[src/rtl/core/pew_pkg.sv]
`timescale 1ns / 1ps
// Shared constants and types for the Prewitt edge magnitude block.
// No dependencies.
package pew_pkg;

    localparam int PIX_W         = 8;
    localparam int SUM_W         = 10;
    localparam int ROW_W         = 12;
    localparam int COL_OUT_W     = 10;
    localparam int FW_W          = 11;
    localparam int FH_W          = 12;
    localparam int CFG_W         = 12;
    localparam int CFG_IDX_W     = 2;
    localparam int DEF_MAX_WIDTH = 1024;
    localparam int RESET_WIDTH   = 640;
    localparam int RESET_HEIGHT  = 480;
    localparam int MIN_DIM       = 3;
    localparam int PIX_MAX       = 255;
    localparam int WIN_CELLS     = 2;

    localparam logic [CFG_IDX_W-1:0] REG_FRAME_WIDTH  = 2'd0;
    localparam logic [CFG_IDX_W-1:0] REG_FRAME_HEIGHT = 2'd1;

    // one window column, top to bottom
    typedef struct packed {
        logic [PIX_W-1:0] top;
        logic [PIX_W-1:0] mid;
        logic [PIX_W-1:0] bot;
    } column_t;

endpackage

[src/rtl/core/pew_col_cell.sv]
`timescale 1ns / 1ps
// Window cell: holds one 3-pixel column and hands it on when the window shifts.
// Depends on pew_pkg.
module pew_col_cell (
    input  logic             clk,
    input  logic             rst_n,
    input  logic             shift_en,
    input  pew_pkg::column_t col_in,
    output pew_pkg::column_t col_out
);

    pew_pkg::column_t col_reg;
    pew_pkg::column_t col_next;

    always_comb
    begin
        col_next = shift_en ? col_in : col_reg;
    end

    always_ff @(posedge clk or negedge rst_n)
    begin
        if (!rst_n)
        begin
            col_reg <= '0;
        end
        else
        begin
            col_reg <= col_next;
        end
    end

    assign col_out = col_reg;

endmodule

[config.mk]
export PLATFORM = sky130hd
export DESIGN_NAME = pew_col_cell
export DESIGN_NICKNAME = d
export VERILOG_FILES = /design/src/rtl/core/pew_pkg.sv /design/src/rtl/core/pew_col_cell.sv
export SDC_FILE = /design/constraint.sdc
export NUM_CORES = 1
export LEC_CHECK = 0
export BUFFER_PORTS_ARGS = -buffer_cell sky130_fd_sc_hd__buf_4
export CAP_MARGIN = 20
export CORE_MARGIN = 2
export CORE_UTILIZATION = 39
export DETAILED_ROUTE_END_ITERATION = 7
export PLACE_DENSITY = 0.83
export SLEW_MARGIN = 20
export SYNTH_ARGS = -nofsm -noshare
export SYNTH_HDL_FRONTEND = slang
export SYNTH_SLANG_ARGS = --single-unit
[constraint.sdc]
create_clock -name clk -period 0.8 [get_ports clk]
set_clock_uncertainty 0.1 [all_clocks]
set_input_delay 0.16 -clock clk [delete_from_list [all_inputs] [get_ports clk]]
set_output_delay 0.16 -clock clk [all_outputs]
set_load 0.03 [all_outputs]
# Word-level counts from Yosys, hierarchy flattened
# Cells that the tools add are included.
# word_totals
inputBits	27
ff_bits	24
output_inout_bits	24
word_cells	3

# Logic depth before layout (Yosys ltp)
# depth
ltp_word	0
ltp_mapped	3
ltp_nobuf	1

# Least setup slack after synthesis
# OpenSTA, ideal clock, no wires.
# synth_path
kind	reg2reg
startpoint	register col_out[0] (netlist name)
endpoint	register col_reg (netlist bit col_out[0])
arrival_ns	0.764
setup_time_ns	0.125
path_slack_ns	-0.189
path_stages_with_launch	2
t_required_ns	0.575
n_path_buf	0
period_less_slack_ns	0.989
cell_sequence	dfrtp_1 mux2_4
# synth_lines
element	line	source
end signal, assigned	pew_col_cell.sv:28	col_reg <= col_next;
end, declared	pew_col_cell.sv:12	pew_pkg::column_t col_reg;

# Worst setup path after layout
# layout_path
startpoint	register col_reg (netlist bit col_out[17])
endpoint	output col_out[17] (netlist name)
# layout_lines
element	line	source
end, declared	pew_col_cell.sv:9	output pew_pkg::column_t col_out
# No word-level cell between the ends.

==> impl_metrics.csv <==
group,metric,value,unit
synth,synth_nets,78,
sta,rsz0062_at_grt,"true",
finish,drive_gt1_share,99.1,%
critical_path,crit_slowest_cell,"dfrtp_2",
pwr,p_switching,897,uW
die,die_w,54.6,um
finish,antenna_cells_inserted,0,
sta,hold_viol_final,24,
synth,synth.ff_latch_count,24,
pwr,seq_power_share,44.0,%
die,ios,51,
synth,synth_area,997,um2
min_path,whs_path_depth,2,
cts,clock-sinks,24,
synth,synth_cell_types,5,
critical_path,startpoint_type,"flop",
finish,utilization,67.5,%
synth,postSynthAreaPerCell,19.6,um2
die,placementRows,18,
critical_path,critical_path.cell_chain,"buf_6",
route,first_pass_iters,1,
grt,gr-usage-all-layers,16.5,%
route,dr.first_iter.drc_count,0,
pwr,power_density,2000,nW/um2
min_path,hold_class,"primary input to flop",
grt,grt_first_pass_wirelength,3.37,mm
place,pre_cts_slack,-0.209,ns
run_status,outcome,"complete, but fails checks",
critical_path,cp.depth,1,
pwr,combPwrFrac,29.3,%
cts,clk_pin_slew,0.14,ns
die,start_util,40.6,%
finish,layout_common_cells,"30 x buf_6, 26 x buf_4, 24 x dfrtp_2",
route,via_count,653,
critical_path,required,0.54,ns
pwr,vdd_ir_drop_max,1.98,mV
critical_path,path_delay_family,"flip-flops",
pwr,leakagePower,0.000802,uW
cts,cts_tree,"yes",
finish,largest_register_ffs,24,
cts,htreeDepth,1,
critical_path,worstPathArrival,0.91,ns
grt,grt_pass1_vias,683,
finish,layout.cells.most_common,"buf_6",
place,gp_congestion,0.649,
pwr,p_int,2420,uW
cts,cts-buffers-inserted,3,
place,dp_cells,130,
pwr,power_frac_clock,26.6,%
sta,layout_worst_path_cycle_share,146,%
critical_path,cp-end-kind,"output port",
route,routed_wl,2.17,mm
grt,grt_max_degree,25,
grt,antenna_found_initial,0,
die,core,2450,um2
die,dieArea,2980,um2
cts,clock_latency,0.31,ns
synth,synth_cells,51,
grt,overflow,0,
sta,whs,-0.0466,ns
cts,ctsHoldBuffers,1,
finish,num-fill-cells,178,
pwr,switching_share,27.0,%
critical_path,cpPeakStageDelay,0.45,ns
route,ant_nets,0,
route,detail_route.wl_per_cell,15.4,um
sta,worst_pin_slew,0.296,ns
sta,setup_viol,48,
synth,ys_warn_count,0,
pwr,finalPower,3320,uW
cts,ctsRootBufferMaster,"clkbuf_4",
place,hpwl,1.52,mm
finish,syn2layout_area_growth,66.1,%
flow_run,drv_cap,0,
sta,max_slew_margin,80.2,%
critical_path,cp_max_fo,2,
sta,period_minus_slack,1.17,ns
critical_path,reg2reg_depth,2,
route,drc,0,
critical_path,cp_num_buf_inv,1,
route,routed_via_density,4.63,
die,die_h,54.6,um
place,io_buffers,50,
finish,nNetsFinal,139,
run_status,violations,"negative hold slack, negative setup slack",
synth,ys_seq_area_share,60.2,%
sta,max_freq,0.856,GHz
finish,instances_no_fill,141,
sta,drv_slew,0,
sta,setup_ws,-0.369,ns
cts,clk_path_buf_depth,2,
critical_path,path_class,"flop to output port",
[routing by layer]
metal | vias to the layer above | part of all wire (%) | GRT usage, % | wire length [um]
li1 | 293 | - | - | -
met1 | 331 | 35 | 18.0 | 752
met2 | 25 | 58 | 30.5 | 1260
met3 | 4 | 6.0 | 4.92 | 130
met4 | 0 | 1.2 | 5.00 | 27
met5 | - | 0 | 0 | 0
[worst paths after layout]
kind                                      endpoint               startpoint  slack, ns
setup / recovery                       col_out[17]  col_out[17]$_DFFE_PN0P_      -0.37
hold / removal              col_out[6]$_DFFE_PN0P_                col_in[6]      -0.05
setup reg to reg           col_out[15]$_DFFE_PN0P_  col_out[15]$_DFFE_PN0P_      -0.21
hold reg to reg             col_out[4]$_DFFE_PN0P_   col_out[4]$_DFFE_PN0P_       0.45
max in group asynchronous  col_out[15]$_DFFE_PN0P_                    rst_n       0.19
min in group asynchronous  col_out[21]$_DFFE_PN0P_                    rst_n       0.15
[cells in the mapped netlist, drive strengths merged]
master,n,area [um2]
buf,3,51.3
dfrtp,24,601
mux2,24,345
[power by group through the flow]
stage                     clock, uW  combinational (uW)  sequential, uW
after floorplan                   0                 238            1690
after global placement            0                 812            1450
after detailed placement          0                 827            1450
after CTS                       905                 967            1460
after global routing            964                1030            1470
final                           883                 973            1460
[cells by family after synthesis]
family | Yosys count | synth area share (%)
buffers and inverters | 3 | 5.14
DFF | 24 | 60.2
muxes | 24 | 34.6
[final cells by class]
type | instances | area [um2] | area share (%)
Sequential cell | 24 | 631 | 38.1
Timing Repair Buffer | 59 | 583 | 35.2
Multi-Input combinational cell | 24 | 353 | 21.3
Tap cell | 30 | 37.5 | 2.27
Clock inverter | 1 | 30.0 | 1.81
Clock buffer | 3 | 22.5 | 1.36
[through the flow]
step                setup TNS [ns]  area, um2
floorplan                    -3.66       1030
global placement             -3.95       1430
detailed placement           -4.51       1430
CTS                         -11.75       1640
global route                -13.02       1660
finish                      -11.61       1660
[timing repair]
| action | in CTS | in global routing |
|---|---|---|
| endpoints found under the setup margin | 48 | 48 |
| cloned | 0 | 0 |
| setup buffers | 5 | 3 |
| resized for setup | 30 | 4 |
| endpoints found under the hold margin | 48 | 24 |
No activity file was read; power rests on OpenSTA's default activity.
