<file path="src/rtl/core/pew_pkg.sv">
`timescale 1ns / 1ps
// Shared constants and types for the Prewitt edge magnitude block.
// No dependencies.
package pew_pkg;

    localparam int PIX_W         = 8;
    localparam int SUM_W         = 10;
    localparam int ROW_W         = 12;
    localparam int COL_OUT_W     = 10;
    localparam int FW_W          = 11;
    localparam int FH_W          = 12;
    localparam int CFG_W         = 12;
    localparam int CFG_IDX_W     = 2;
    localparam int DEF_MAX_WIDTH = 1024;
    localparam int RESET_WIDTH   = 640;
    localparam int RESET_HEIGHT  = 480;
    localparam int MIN_DIM       = 3;
    localparam int PIX_MAX       = 255;
    localparam int WIN_CELLS     = 2;

    localparam logic [CFG_IDX_W-1:0] REG_FRAME_WIDTH  = 2'd0;
    localparam logic [CFG_IDX_W-1:0] REG_FRAME_HEIGHT = 2'd1;

    // one window column, top to bottom
    typedef struct packed {
        logic [PIX_W-1:0] top;
        logic [PIX_W-1:0] mid;
        logic [PIX_W-1:0] bot;
    } column_t;

endpackage

</file>
<file path="src/rtl/core/pew_kernel.sv">
`timescale 1ns / 1ps
// Prewitt kernel: row and column sums, absolute differences, saturation.
// Depends on pew_pkg.
module pew_kernel (
    input  pew_pkg::column_t              left_col,
    input  pew_pkg::column_t              center_col,
    input  pew_pkg::column_t              right_col,
    output logic [pew_pkg::PIX_W-1:0]     edge_res,
    output logic [pew_pkg::PIX_W-1:0]     vertical_part,
    output logic [pew_pkg::PIX_W-1:0]     horizontal_part
);

    localparam int SW = pew_pkg::SUM_W;
    localparam int DW = pew_pkg::SUM_W + 1;
    localparam int PW = pew_pkg::PIX_W;

    logic [SW-1:0] top_sum;
    logic [SW-1:0] bot_sum;
    logic [SW-1:0] left_sum;
    logic [SW-1:0] right_sum;
    logic [DW-1:0] v_diff;
    logic [DW-1:0] h_diff;
    logic [DW-1:0] v_abs;
    logic [DW-1:0] h_abs;
    logic [PW-1:0] v_sat;
    logic [PW-1:0] h_sat;
    logic [PW:0]   e_sum;

    always_comb
    begin
        top_sum   = SW'(left_col.top) + SW'(center_col.top) + SW'(right_col.top);
        bot_sum   = SW'(left_col.bot) + SW'(center_col.bot) + SW'(right_col.bot);
        left_sum  = SW'(left_col.top) + SW'(left_col.mid) + SW'(left_col.bot);
        right_sum = SW'(right_col.top) + SW'(right_col.mid) + SW'(right_col.bot);

        v_diff = DW'(bot_sum) - DW'(top_sum);
        h_diff = DW'(right_sum) - DW'(left_sum);
        v_abs  = v_diff[DW-1] ? (DW'(0) - v_diff) : v_diff;
        h_abs  = h_diff[DW-1] ? (DW'(0) - h_diff) : h_diff;

        v_sat = (v_abs > DW'(pew_pkg::PIX_MAX)) ? PW'(pew_pkg::PIX_MAX) : v_abs[PW-1:0];
        h_sat = (h_abs > DW'(pew_pkg::PIX_MAX)) ? PW'(pew_pkg::PIX_MAX) : h_abs[PW-1:0];
        e_sum = {1'b0, v_sat} + {1'b0, h_sat};
    end

    assign vertical_part   = v_sat;
    assign horizontal_part = h_sat;
    assign edge_res        = e_sum[PW] ? PW'(pew_pkg::PIX_MAX) : e_sum[PW-1:0];

endmodule

</file>
<file path="config.mk">
export PLATFORM = sky130hd
export DESIGN_NAME = pew_kernel
export DESIGN_NICKNAME = d
export VERILOG_FILES = /design/src/rtl/core/pew_pkg.sv /design/src/rtl/core/pew_kernel.sv
export SDC_FILE = /design/constraint.sdc
export NUM_CORES = 1
export LEC_CHECK = 0
export BUFFER_PORTS_ARGS = -buffer_cell sky130_fd_sc_hd__buf_4
export CAP_MARGIN = 25
export CORE_ASPECT_RATIO = 1.4
export CORE_MARGIN = 2
export CORE_UTILIZATION = 42
export DETAILED_ROUTE_END_ITERATION = 7
export PLACE_DENSITY = 0.73
export SLEW_MARGIN = 0
export SYNTH_ARGS = -nofsm -noshare
export SYNTH_HDL_FRONTEND = slang
export SYNTH_SLANG_ARGS = --single-unit
</file>
<file path="constraint.sdc">
create_clock -name vclk -period 7.36
set_input_delay 0.736 -clock vclk [all_inputs]
set_output_delay 0.736 -clock vclk [all_outputs]
set_load 0.01 [all_outputs]
</file>
======== Yosys cells after proc, flatten, opt, wreduce, memory -nomap -nowiden ========
Cells that the tools add are included.
W data, S select, Z words.
storage, ports and cells
  register bits ........................... 0
  output and inout port bits .............. 24
  word-level logic and storage cells ...... 20
cells by class
  add/subtract/negate cells ............... 13
  order comparisons ....................... 2
  multiplexer cells ....................... 5
operators by type and width
  operator                 count
  $add A8 B8 Y9            5
  $add A9 B8 Y10           4
  $mux W8                  3
  $gt A11 B8 Y1 const B    2
  $mux W11                 2
  $sub A1 B11 Y11 const A  2
  $sub A10 B10 Y11         2

======== Longest topological paths before layout ========
  depth after elaboration ................. 9
  gate-level depth with buffers ........... 25

======== Least setup slack after synthesis ========
No wires, ideal clock.
  path type ............................... input port to output port
  from .................................... input right_col[1] (netlist bit)
  to ...................................... output edge_res[4] (netlist bit)
  data arrival time ....................... 6.451 ns
  required time ........................... 6.624 ns
  setup slack ............................. 0.173 ns
  stages .................................. 23
  buffers on the path ..................... 0
  path through ............................ inv_1 > fa_1 > inv_1 > fa_1 > fa_1 > ha_1 > inv_1 > fa_1 > nand2b_1 > a21oi_1 > xnor2_1 > o2111ai_1 > o21ai_0 > a21oi_2 > a221oi_1 > ha_1 > nor2b_1 > o21ai_0 > a21boi_0 > o21ai_0 > a21boi_0 > o21ai_1 > o211ai_1
on the way
  cells in the longest elaborated chain, start to end .. 8
  elaborated cells on any way between the ends .. 14
RTL lines
  element                     line              text
  start: declaration          pew_kernel.sv:7   input pew_pkg::column_t right_col,
  $add A9 B8 Y10 (*)          pew_kernel.sv:32  bot_sum = SW'(left_col.bot) + SW'(center_col.bot) + SW'(right_col.bot);
  $sub A10 B10 Y11 (*)        pew_kernel.sv:36  v_diff = DW'(bot_sum) - DW'(top_sum);
  $sub A1 B11 Y11             pew_kernel.sv:38  v_abs = v_diff[DW-1] ? (DW'(0) - v_diff) : v_diff;
  $mux W11 (*)                pew_kernel.sv:38
  $gt A11 B8 Y1               pew_kernel.sv:41  v_sat = (v_abs > DW'(pew_pkg::PIX_MAX)) ? PW'(pew_pkg::PIX_MAX) : v_abs[PW-1:0];
  $mux W8 (*)                 pew_kernel.sv:41
  via vertical_part, one bit  pew_kernel.sv:9   output logic [pew_pkg::PIX_W-1:0] vertical_part,
  $add A8 B8 Y9 (*)           pew_kernel.sv:43  e_sum = {1'b0, v_sat} + {1'b0, h_sat};
  $mux W8 (*)                 pew_kernel.sv:48  assign edge_res = e_sum[PW] ? PW'(pew_pkg::PIX_MAX) : e_sum[PW-1:0];
  end: declaration            pew_kernel.sv:8   output logic [pew_pkg::PIX_W-1:0] edge_res,
Mark *: on every way through the listed nets, which the timed path passes. The rest lies on a longest branch.

======== Worst setup path after layout ========
  from .................................... input left_col[17] (netlist bit)
  to ...................................... output edge_res[6] (netlist bit)
on the way
  cells in the longest elaborated chain, start to end .. 9
  elaborated cells on any way between the ends .. 16
RTL lines
  element                                     line                                text
  start: declaration                          pew_kernel.sv:5                     input pew_pkg::column_t left_col,
  $add A8 B8 Y9, on equally long branches     pew_kernel.sv:31, pew_kernel.sv:33
  $add A9 B8 Y10, on equally long branches    pew_kernel.sv:31, pew_kernel.sv:33
  $sub A10 B10 Y11, on equally long branches  pew_kernel.sv:36, pew_kernel.sv:37
  $sub A1 B11 Y11, on equally long branches   pew_kernel.sv:38, pew_kernel.sv:39
  $mux W11, on equally long branches          pew_kernel.sv:38, pew_kernel.sv:39
  $gt A11 B8 Y1, on equally long branches     pew_kernel.sv:41, pew_kernel.sv:42
  $mux W8, on equally long branches           pew_kernel.sv:41, pew_kernel.sv:42
  $add A8 B8 Y9 (*)                           pew_kernel.sv:43
  $mux W8 (*)                                 pew_kernel.sv:48
Every way passes the cells marked *; elsewhere a longest branch is shown, timed or not.

==> results.md <==
* Drt wl/cell at 12.8 µm
* Slew Viols, Final at 0
* DRT Pass-1 Iters at 4
* Cell row count at 38
* Initial DRC Count at 98
* Routed WL at 7.89 mm
* Critical-path maximum fanout at 8
* Worst path depth at 23
* Slew of the pin with the lowest slew margin at 0.521 ns
* Antenna violations before repair at 0
* Mapped Avg Cell Area at 8.45 µm²
* Gpl congestion at 0.917
* Hold WS at 2.21 ns
* Count of different cell masters after synthesis at 53
* I/O pins at 96
* Post-Syn Area at 3400 µm²
* Antenna Nets Post-Route at 0
* Worst path most repeated cell: fa_1
* Sequential share of the synthesized area at 0
* Period Utilization, post-route at 0.957
* Area growth, synth to finish at 33.0%
* Clock buffers at 0
* Worst setup path endpoint: edge_res[6]
* Synth warn at 0
* Nature of the critical path endpoint: output pin
* GRT Overall Usage at 0.186
* Buffers on Ports at 88
* Fmax at 142 MHz
* Post-CTS Hold Buffers at 0
* Post-route DRC at 0
* Syn nets at 571
* Commonest non-fill, non-tap cell in the layout: inv_1
* Core Region at 7800 µm²
* Crit path from: left_col[17]
* GRT overflow at 0
* Setup-failing EPs final at 0
* Status: completed
* Sum of negative setup slack at 0 ns
* Most frequent cells in the layout: 125 x inv_1, 115 x buf_4, 63 x fa_1, 31 x ha_1
* Bufs and invs on worst path at 4
* Setup slack after layout at 0.314 ns
* Max-slew headroom at 0.651
* Vias in the first global route at 3386
* Dpl ws at -0.235 ns
* Ant. Diodes at 0
* Die Area at 8830 µm²
* Register area at 0 µm²
* Number of fill cells in the layout at 716
* Worst EP required at 6.62 ns
* Cells after DPL at 613
* CP arrival at 6.31 ns
* Die height at 110 µm
* Cell family with most CP delay: adder cells
* Worst Hold Class: primary input to output pin
* Die W at 80.0 µm
* CP Class: primary input to output pin
* Worst path slowest cell: or4_4
* Layout cells sized above 1 at 0.294
* Top cells by area, synth: fa_1 38%, inv_1 14%, ha_1 12%
* Yosys top cell area share at 0.383
* # Max-Cap Violations at 0
* Layout Cells excl Fill at 617
* Worst setup SP type: primary input
* FFs & Latches at 0
* Via count at 3102
* Slowest cell delay on critical path at 0.60 ns
* Initial Util at 0.435
* Leading area contributor after synthesis: fa_1
* DP HPWL at 7.02 mm
* Layout Nets at 688
* Fin. Hold Viols at 0
* Worst-path cell chain: buf_4, fa_1, inv_1, fa_1, fa_1, ha_2, inv_1, fa_2, and2_4, and2_4, o2111ai_2, or4_4, a2111oi_4, a221oi_2, ha_1, nor2b_1, o21ai_1, a21boi_1, o21ai_1, a21boi_2, o21ai_4, o211ai_1, buf_4
* Synthesized instance count at 402
* First-pass GRT wire length at 13.5 mm
* Largest net degree at the start of global routing at 9
* Via density at 5.03
* WHS Path Cells at 5
* Final critical-path required period at 7.05 ns
[timing repair]
| action | CTS | global route |
|---|---|---|
| resized for setup | 5 | 27 |
| endpoints found under the setup margin | 8 | 8 |
| buffers inserted | 0 | 4 |
| pin swaps | 1 | 20 |
[final cells by class]
| cell class | count | area, µm² | share of cell area |
|---|---|---|---|
| multi-input combinational | 277 | 3060 | 0.677 |
| timing repair buffer | 115 | 863 | 0.191 |
| inverter | 125 | 469 | 0.104 |
| tap | 100 | 125 | 0.0277 |
[metal layers]
| layer | global-route usage | part of all wire |
|---|---|---|
| met5 | 0 | 0 |
| met3 | 0.00489 | 0.024 |
| met2 | 0.393 | 0.59 |
| met1 | 0.199 | 0.36 |
| met4 | 0.0387 | 0.020 |
[how the worst min path moves through the flow]
stage	from	endpoint
global route	right_col[0]	horizontal_part[0]
floorplan	left_col[0]	vertical_part[0]
finish	right_col[0]	horizontal_part[0]
detailed placement	right_col[0]	horizontal_part[0]
CTS	right_col[0]	horizontal_part[0]
global placement	right_col[0]	horizontal_part[0]
[cell usage after synthesis, types with 2 or more instances]
master     instances
a211oi_1           2
a21boi_0           2
a21o_1             7
a21oi_1           11
a221oi_1           2
a22o_1             2
a22oi_1            5
a31oi_1            3
and2_1             5
and3_1             3
fa_1              65
ha_1              32
inv_1            125
mux2i_1            2
nand2_1            6
nand2b_1           5
nand3_1           13
nand4_1            2
nor2_1            17
nor2b_1            8
nor3_1             3
nor3b_1            2
nor4b_1            2
o2111ai_1          2
o211ai_1           3
o21a_1             3
o21ai_0           21
o21ai_1            2
o32a_1             3
or2_2              3
or3_1              2
xnor2_1           13
xor2_1             6
[worst min-delay path, stage by stage]
cell,delay [ns]
buf_4,0.11
inv_1,0.10
fa_1,0.28
o21ai_2,0.10
buf_4,0.15
[per-stage QoR]
step / cell area [µm²] / util
2_1_floorplan: 3400 / -
3_3_place_gp: 4350 / 0.558
3_5_place_dp: 4350 / 0.558
4_1_cts: 4380 / 0.561
5_1_grt: 4520 / 0.579
6_report: 4520 / 0.579
[kinds of logic (layout without fill, tap and decap cells)]
logic type | after synthesis | after routing | share of synthesized area
buf+inv | 125 | 240 | 0.138
fa+ha+maj | 97 | 97 | 0.501
simple gates | 80 | 80 | 0.136
compound gates | 78 | 78 | 0.165
xor+xnor | 20 | 20 | 0.0538
mux | 2 | 2 | 0.00590
Power is not shown: default switching activity piles up to over one toggle a cycle in this logic, so the estimate is an artifact.
